**src/hdl/tbsm_pkg.sv**
```systemverilog
// Shared types, codes and helpers for the triple buffer slot manager.
`default_nettype none

package tbsm_pkg;

    localparam int COUNTER_WIDTH_DEFAULT = 32;
    localparam int SIZE_WIDTH_DEFAULT    = 16;
    localparam int NUM_COUNTERS          = 7;
    localparam int CNT_INDEX_WIDTH       = 3;
    localparam int CFG_DATA_WIDTH        = 16;
    localparam int CFG_INDEX_WIDTH       = 1;

    localparam logic [2:0] ALL_FREE = 3'h7;

    // Opcodes
    localparam logic [2:0] OP_BEGIN_WRITE = 3'd0;
    localparam logic [2:0] OP_ABORT       = 3'd1;
    localparam logic [2:0] OP_COMMIT      = 3'd2;
    localparam logic [2:0] OP_ACQUIRE     = 3'd3;
    localparam logic [2:0] OP_READ_CNT    = 3'd4;

    // Status codes
    localparam logic [2:0] ST_OK          = 3'd0;
    localparam logic [2:0] ST_INVALID_ARG = 3'd1;
    localparam logic [2:0] ST_BUSY        = 3'd2;
    localparam logic [2:0] ST_STATE_ERR   = 3'd3;
    localparam logic [2:0] ST_NOT_FOUND   = 3'd4;

    // Configuration register indexes
    localparam logic [CFG_INDEX_WIDTH-1:0] CFG_MAX_BYTES = 1'd0;
    localparam logic [CFG_INDEX_WIDTH-1:0] CFG_MIN_BYTES = 1'd1;

    localparam logic [15:0] MAX_BYTES_RESET = 16'd4096;
    localparam logic [15:0] MIN_BYTES_RESET = 16'd16;

    // Usage counter indexes
    localparam int CNT_BEGINS    = 0;
    localparam int CNT_BUSY      = 1;
    localparam int CNT_PUBLISHED = 2;
    localparam int CNT_REPLACED  = 3;
    localparam int CNT_ACQUIRED  = 4;
    localparam int CNT_REUSED    = 5;
    localparam int CNT_RETURNED  = 6;

    typedef struct packed {
        logic [2:0]  opcode;
        logic [1:0]  packet_slot;
        logic [15:0] packet_len;
        logic        checked;
        logic        packet_valid;
        logic [2:0]  counter_index;
    } request_t;

    typedef struct packed {
        logic [2:0]  status;
        logic [1:0]  slot_out;
        logic [15:0] size_out;
        logic [31:0] counter_value;
    } result_t;

    // One-hot free-mask bit of a slot number; slot zero has none.
    function automatic logic [2:0] slot_mask(input logic [1:0] slot);
        logic [2:0] m;
        begin
            case (slot)
                2'd1:    m = 3'b001;
                2'd2:    m = 3'b010;
                2'd3:    m = 3'b100;
                default: m = 3'b000;
            endcase
            return m;
        end
    endfunction

    // Lowest free slot number, zero when the mask is empty.
    function automatic logic [1:0] lowest_free(input logic [2:0] mask);
        logic [1:0] s;
        begin
            if (mask[0])
                s = 2'd1;
            else if (mask[1])
                s = 2'd2;
            else if (mask[2])
                s = 2'd3;
            else
                s = 2'd0;
            return s;
        end
    endfunction

endpackage

`default_nettype wire

```
**src/hdl/tbsm_counters.sv**
```systemverilog
// Usage counter bank: seven wrapping counters with a single read port.
`default_nettype none

module tbsm_counters #(
    parameter int COUNTER_WIDTH = tbsm_pkg::COUNTER_WIDTH_DEFAULT
) (
    input  wire logic                                   clk,
    input  wire logic                                   rst_n,
    input  wire logic [tbsm_pkg::NUM_COUNTERS-1:0]      bump,
    input  wire logic [tbsm_pkg::CNT_INDEX_WIDTH-1:0]   read_index,
    output logic      [COUNTER_WIDTH-1:0]               read_value
);

    logic [COUNTER_WIDTH-1:0] counter_reg [tbsm_pkg::NUM_COUNTERS];

    always_ff @(posedge clk or negedge rst_n)
    begin
        if (!rst_n)
        begin
            for (int i = 0; i < tbsm_pkg::NUM_COUNTERS; i++)
                counter_reg[i] <= '0;
        end
        else
        begin
            for (int i = 0; i < tbsm_pkg::NUM_COUNTERS; i++)
                if (bump[i])
                    counter_reg[i] <= counter_reg[i] + COUNTER_WIDTH'(1);
        end
    end

    // Index seven names no counter and reads as zero.
    always_comb
    begin
        if (read_index < tbsm_pkg::CNT_INDEX_WIDTH'(tbsm_pkg::NUM_COUNTERS))
            read_value = counter_reg[read_index];
        else
            read_value = '0;
    end

endmodule

`default_nettype wire

```
**src/hdl/triple_buffer_slot_manager_top.sv**
```systemverilog
// Top level: request register, slot bookkeeping and result register.
// Each accepted request passes the request register, then the result register, before its result strobe.
// Throughput: one request per cycle; busy stays low, as each request's bookkeeping is one
// combinational pass between the request register and the result register.
// Results are shown for exactly one cycle; the receiver cannot stall them.
// Reset: all slots free, no write, pending, active or retired slot, empty mailbox,
// sizes and counters zero, limits 4096 and 16 bytes.
`default_nettype none

module triple_buffer_slot_manager_top #(
    parameter int COUNTER_WIDTH = tbsm_pkg::COUNTER_WIDTH_DEFAULT,
    parameter int SIZE_WIDTH    = tbsm_pkg::SIZE_WIDTH_DEFAULT
) (
    input  wire logic                                   clk,
    input  wire logic                                   rst_n,
    input  wire logic                                   start,
    output logic                                        busy,
    input  wire tbsm_pkg::request_t                     request,
    output logic                                        done,
    output tbsm_pkg::result_t                           result,
    input  wire logic                                   cfg_write,
    input  wire logic [tbsm_pkg::CFG_INDEX_WIDTH-1:0]   cfg_index,
    input  wire logic [tbsm_pkg::CFG_DATA_WIDTH-1:0]    cfg_data
);

    logic                     in_valid_reg;
    tbsm_pkg::request_t       in_reg;
    logic                     done_reg;
    tbsm_pkg::result_t        result_reg;
    tbsm_pkg::result_t        result_next;

    logic [15:0]              max_bytes_reg;
    logic [15:0]              min_bytes_reg;

    logic [2:0]               free_reg,     free_next;
    logic [1:0]               write_reg,    write_next;
    logic [1:0]               pending_reg,  pending_next;
    logic [1:0]               active_reg,   active_next;
    logic [1:0]               retired_reg,  retired_next;
    logic [1:0]               mailbox_reg,  mailbox_next;
    logic [SIZE_WIDTH-1:0]    size_reg [3];

    logic                     size_we;
    logic [1:0]               size_waddr;
    logic [tbsm_pkg::NUM_COUNTERS-1:0] bump;
    logic [COUNTER_WIDTH-1:0] cnt_value;
    logic [2:0]               free_tmp;
    logic [1:0]               grant;

    assign busy   = 1'b0;
    assign done   = done_reg;
    assign result = result_reg;

    // Request register
    always_ff @(posedge clk or negedge rst_n)
    begin
        if (!rst_n)
            in_valid_reg <= 1'b0;
        else
            in_valid_reg <= start && !busy;
    end

    always_ff @(posedge clk)
    begin
        if (start && !busy)
            in_reg <= request;
    end

    // Configuration registers
    always_ff @(posedge clk or negedge rst_n)
    begin
        if (!rst_n)
        begin
            max_bytes_reg <= tbsm_pkg::MAX_BYTES_RESET;
            min_bytes_reg <= tbsm_pkg::MIN_BYTES_RESET;
        end
        else if (cfg_write)
        begin
            unique case (cfg_index)
                tbsm_pkg::CFG_MAX_BYTES: max_bytes_reg <= cfg_data;
                tbsm_pkg::CFG_MIN_BYTES: min_bytes_reg <= cfg_data;
                default: ;
            endcase
        end
    end

    tbsm_counters #(
        .COUNTER_WIDTH (COUNTER_WIDTH)
    ) u_counters (
        .clk        (clk),
        .rst_n      (rst_n),
        .bump       (bump),
        .read_index (in_reg.counter_index),
        .read_value (cnt_value)
    );

    // Slot bookkeeping for the registered request
    always_comb
    begin
        free_next    = free_reg;
        write_next   = write_reg;
        pending_next = pending_reg;
        active_next  = active_reg;
        retired_next = retired_reg;
        mailbox_next = mailbox_reg;
        size_we      = 1'b0;
        size_waddr   = in_reg.packet_slot - 2'd1;
        bump         = '0;
        free_tmp     = free_reg | tbsm_pkg::slot_mask(mailbox_reg);
        grant        = tbsm_pkg::lowest_free(free_tmp);
        result_next  = '0;

        if (in_valid_reg)
        begin
            unique case (in_reg.opcode)
                tbsm_pkg::OP_BEGIN_WRITE:
                begin
                    if (write_reg != 2'd0)
                    begin
                        bump[tbsm_pkg::CNT_BUSY] = 1'b1;
                        result_next.status       = tbsm_pkg::ST_BUSY;
                    end
                    else
                    begin
                        // Drain the mailbox before picking a slot.
                        mailbox_next = 2'd0;
                        free_next    = free_tmp;
                        if (free_tmp == 3'd0)
                        begin
                            bump[tbsm_pkg::CNT_BUSY] = 1'b1;
                            result_next.status       = tbsm_pkg::ST_BUSY;
                        end
                        else
                        begin
                            write_next                 = grant;
                            free_next                  = free_tmp & ~tbsm_pkg::slot_mask(grant);
                            bump[tbsm_pkg::CNT_BEGINS] = 1'b1;
                            result_next.slot_out       = grant;
                        end
                    end
                end
                tbsm_pkg::OP_ABORT:
                begin
                    if (in_reg.packet_slot == 2'd0 || in_reg.packet_slot != write_reg)
                        result_next.status = tbsm_pkg::ST_STATE_ERR;
                    else
                    begin
                        free_next  = free_reg | tbsm_pkg::slot_mask(write_reg);
                        write_next = 2'd0;
                    end
                end
                tbsm_pkg::OP_COMMIT:
                begin
                    if (in_reg.packet_slot == 2'd0 || in_reg.packet_slot != write_reg ||
                        in_reg.packet_len < min_bytes_reg ||
                        in_reg.packet_len > max_bytes_reg)
                        result_next.status = tbsm_pkg::ST_STATE_ERR;
                    else if (in_reg.checked && !in_reg.packet_valid)
                        result_next.status = tbsm_pkg::ST_INVALID_ARG;
                    else
                    begin
                        size_we = 1'b1;
                        if (pending_reg != 2'd0)
                        begin
                            free_next = free_reg | tbsm_pkg::slot_mask(pending_reg);
                            bump[tbsm_pkg::CNT_REPLACED] = 1'b1;
                        end
                        pending_next                  = in_reg.packet_slot;
                        write_next                    = 2'd0;
                        bump[tbsm_pkg::CNT_PUBLISHED] = 1'b1;
                    end
                end
                tbsm_pkg::OP_ACQUIRE:
                begin
                    if (retired_reg != 2'd0 && mailbox_reg != 2'd0)
                        result_next.status = tbsm_pkg::ST_STATE_ERR;
                    else
                    begin
                        // Hand back the retired slot, then take the pending one.
                        if (retired_reg != 2'd0)
                        begin
                            mailbox_next                 = retired_reg;
                            retired_next                 = 2'd0;
                            bump[tbsm_pkg::CNT_RETURNED] = 1'b1;
                        end
                        if (pending_reg != 2'd0)
                        begin
                            retired_next                 = active_reg;
                            active_next                  = pending_reg;
                            pending_next                 = 2'd0;
                            bump[tbsm_pkg::CNT_ACQUIRED] = 1'b1;
                        end
                        else if (active_reg != 2'd0)
                            bump[tbsm_pkg::CNT_REUSED] = 1'b1;

                        if (active_next == 2'd0)
                            result_next.status = tbsm_pkg::ST_NOT_FOUND;
                        else
                        begin
                            result_next.slot_out = active_next;
                            result_next.size_out = 16'(size_reg[active_next - 2'd1]);
                        end
                    end
                end
                tbsm_pkg::OP_READ_CNT:
                    result_next.counter_value = 32'(cnt_value);
                default:
                    result_next.status = tbsm_pkg::ST_INVALID_ARG;
            endcase
        end
    end

    always_ff @(posedge clk or negedge rst_n)
    begin
        if (!rst_n)
        begin
            free_reg    <= tbsm_pkg::ALL_FREE;
            write_reg   <= 2'd0;
            pending_reg <= 2'd0;
            active_reg  <= 2'd0;
            retired_reg <= 2'd0;
            mailbox_reg <= 2'd0;
            done_reg    <= 1'b0;
        end
        else
        begin
            free_reg    <= free_next;
            write_reg   <= write_next;
            pending_reg <= pending_next;
            active_reg  <= active_next;
            retired_reg <= retired_next;
            mailbox_reg <= mailbox_next;
            done_reg    <= in_valid_reg;
        end
    end

    always_ff @(posedge clk or negedge rst_n)
    begin
        if (!rst_n)
        begin
            for (int i = 0; i < 3; i++)
                size_reg[i] <= '0;
        end
        else if (size_we)
            size_reg[size_waddr] <= SIZE_WIDTH'(in_reg.packet_len);
    end

    always_ff @(posedge clk)
    begin
        result_reg <= result_next;
    end

    // A slot being written is never in the free mask.
    a_write_not_free: assert property (@(posedge clk) disable iff (!rst_n)
        write_reg != 2'd0 |-> (free_reg & tbsm_pkg::slot_mask(write_reg)) == 3'd0)
        else $error("write slot marked free");

    // Pending and active slots are distinct when both exist.
    a_pending_active: assert property (@(posedge clk) disable iff (!rst_n)
        pending_reg != 2'd0 && active_reg != 2'd0 |-> pending_reg != active_reg)
        else $error("pending slot equals active slot");

    // A slot in the mailbox is neither active nor pending.
    a_mailbox_owner: assert property (@(posedge clk) disable iff (!rst_n)
        mailbox_reg != 2'd0 |-> mailbox_reg != active_reg && mailbox_reg != pending_reg)
        else $error("mailbox slot still in use");

    // Every registered request produces exactly one result strobe next cycle.
    a_one_result: assert property (@(posedge clk) disable iff (!rst_n)
        in_valid_reg |=> done_reg)
        else $error("result strobe missing");

    a_no_spurious: assert property (@(posedge clk) disable iff (!rst_n)
        !in_valid_reg |=> !done_reg)
        else $error("result strobe without request");

endmodule

`default_nettype wire

```
**config.mk**
```make
export PLATFORM = sky130hd
export DESIGN_NAME = triple_buffer_slot_manager_top
export DESIGN_NICKNAME = d
export VERILOG_FILES = /design/src/hdl/tbsm_pkg.sv /design/src/hdl/tbsm_counters.sv /design/src/hdl/triple_buffer_slot_manager_top.sv
export SDC_FILE = /design/constraint.sdc
export NUM_CORES = 1
export LEC_CHECK = 0
export BUFFER_PORTS_ARGS = -buffer_cell sky130_fd_sc_hd__buf_2
export CAP_MARGIN = 15
export CORE_AREA = 2 2 181 183
export DETAILED_ROUTE_END_ITERATION = 8
export DIE_AREA = 0 0 183 185
export PLACE_DENSITY = 0.8
export SYNTH_ARGS = -nofsm -noshare
export SYNTH_HDL_FRONTEND = slang
export SYNTH_SLANG_ARGS = --single-unit
export TNS_END_PERCENT = 1
```
**constraint.sdc**
```tcl
create_clock -name clk -period 3.8 [get_ports clk]
set_input_delay 0.57 -clock clk [delete_from_list [all_inputs] [get_ports clk]]
set_output_delay 0.57 -clock clk [all_outputs]
set_load 0.05 [all_outputs]
```
==> impl_metrics.toml <==
[timing]
finalSetupViolCount = 0
tightest_slew_ns = 1.02
skew_ns = 0.0247
hold_viol_final = 0
hold_slack_ns = 0.00895
fmax_mhz = 317
worst_slack_ns = 0.643
period_minus_slack_ns = 3.16
finalMaxSlewViolations = 0
setup_tns_ns = 0
max_slew_margin_pct = 31.7
fin_crit_sh_pct = 83.1
rsz0062_at_grt = "no"

[critical_path]
critPathRequiredTime_ns = 4.24
ff2ff_setup_slack_ns = 0.64
crit_path_end_kind = "flop"
cp_max_fo = 16
rr_endpoint = "size_reg[23]"
worstPathArrival_ns = 3.60
start_kind = "flop"
reg2reg_depth = 9
r2r-start = "in_reg[20]"
worst-setup-path-type = "flop to flop"

[route]
vias = 13400
first_pass_iters = 5
dr.first_iter.drc_count = 938
routed_wl_mm = 42.1
routed_via_density = 5.95
detail_route.wl_per_cell_um = 18.7
postRouteAntennaNets = 0
drc_errors = 0

[logic_synthesis]
synth-edff-count = 26
synth_top_area_cell = "dfrtp_1"
synthCells = 1709
synth_fp_nets = 1795
ys_top_cells_by_area = "dfrtp_1 (41%), dfxtp_1 (5.6%), xnor2_1 (5.5%)"
ys_ff_latch = 398
synth.cell_area_sq_um = 19000
synth.most_common_cell = "dfrtp_1"
synth_seq_area_share_pct = 51.8
synth_ff_type = "dfrtp_1"
yosys_warnings = 0
synth_top_area_share_pct = 41.4
yosys-top-cells-count = "dfrtp_1 (314), nand2_1 (154), xnor2_1 (119), nor2_1 (111), xor2_1 (99)"
async_flop_share_pct = 80.2
avgSynthCellArea_sq_um = 11.1
ys_types = 69

[layout]
layout-drive-gt1-share_pct = 18.5
largest_reg_flops = 224
area_growth_pct = 12.3
final_core_util_pct = 66.5
fin_cells = 2247
design_area_sq_um = 21300
finalNetCount = 1892
antennaDiodeCount = 0

[floorplanning]
die_h_um = 185
placementRows = 66
ios = 102
chipWidth_um = 183
coreArea_sq_um = 32000
initial_core_util_pct = 59.2
dieArea_sq_um = 33900

[cts]
h-tree-depth = 2
cts_resized = 0
cts_num_sinks = 398
clock_path_buffers = 3
postCtsHoldBufs = 0
post_cts_buffers = 0
path_clk_slew_ns = 0.06
cts_tree = "yes"
clock_latency_ns = 0.56
clock-root-buffer = "clkbuf_16"
cts_inserted_buffers = 42

[pwr]
p_per_area_nw_per_um2 = 447
peakVddDrop_mv = 0.396
power_mw = 9.52
p_int_mw = 7.10
clkPwrFrac_pct = 42.9
p_switching_mw = 2.42
p_comb_share_pct = 9.0
p_leak_nw = 9.99
switching_share_pct = 25.4
p_seq_share_pct = 48.1

[place]
place_area_sq_um = 19900
pre_cts_slack_ns = 0.743
port_buffers = 100
dp_cells = 2170
place_hpwl_mm = 29.8
routabilityCongestion = 0.936

[grt]
antenna_found_initial = 0
grt_pass1_vias = 13400
grt_pass1_wl_mm = 69.0
grt_usage_pct = 25.6
gr-total-overflow = 0
grt_max_degree = 85

[job]
maxCapViolations = 0

[run_status]
status = "finished clean"

[min_path]
hold_path_class = "input pin to async pin"
==> layer usage <==
metal / track usage (%) / wire length, um
met5: 0 / 0
met4: 8.19 / 1010
met3: 3.78 / 2740
met2: 42.5 / 20400
met1: 35.0 / 17900
==> power groups by stage <==
stage | sequential [mW] | combinational [mW] | clock [mW]
after floorplan | 4.61 | 0.575 | 0
after global placement | 4.65 | 0.821 | 0
after detailed placement | 4.65 | 0.852 | 0
after CTS | 4.57 | 0.860 | 4.14
after global routing | 4.59 | 0.957 | 4.31
final | 4.58 | 0.859 | 4.09
==> cell usage in the layout (no fill, tap or decap), types with 53 or more instances in the layout <==
master / instances
buf_2: 99
dfrtp_1: 314
dfxtp_1: 53
inv_1: 69
mux2_2: 88
mux2i_1: 66
nand2_1: 154
nand3_1: 81
nor2_1: 111
o21ai_0: 69
xnor2_1: 119
xor2_1: 99
==> cell type report <==
class / instances / area (sq um)
fillers: 2338 / 10700
clock inverters: 26 / 280
flip-flops and latches: 398 / 9830
multi-input cells: 1171 / 8600
repair buffers: 124 / 741
well taps: 408 / 510
clock buffers: 51 / 1090
inverters: 69 / 259
==> worst max-delay path by stage <==
stage / startpoint / end / slack (ns)
6_report: in_reg[20] / size_reg[23] / 0.64
5_1_grt: mailbox_reg[0] / u_counters.counter_reg[63] / 0.50
4_1_cts: in_reg[20] / size_reg[23] / 0.72
3_5_place_dp: in_reg[20] / size_reg[23] / 0.74
3_3_place_gp: in_reg[20] / size_reg[22] / 0.80
2_1_floorplan: max_bytes_reg[12] / size_reg[10] / 0.91
==> logic make-up after synthesis <==
kind of cell,after synthesis,synth area share [%]
buffers and inverters,140,2.90
DFF,398,51.8
and+or+nand+nor,587,15.8
adders and majority gates,39,2.57
muxes,186,12.5
xor gates and xnor gates,218,10.1
other,1,0.0198
AOI/OAI and AO/OA,140,4.30
==> worst max-delay path, stage by stage, from the launching register on <==
cell	delay, ns
edfxtp_1	0.48
ha_1	0.35
nand2_1	0.09
nor4_1	0.52
a31oi_1	0.30
a21oi_2	0.32
nand3_2	0.15
nor3_4	0.15
buf_4	0.28
mux2_2	0.38
Power figures use the tool's default switching activity.
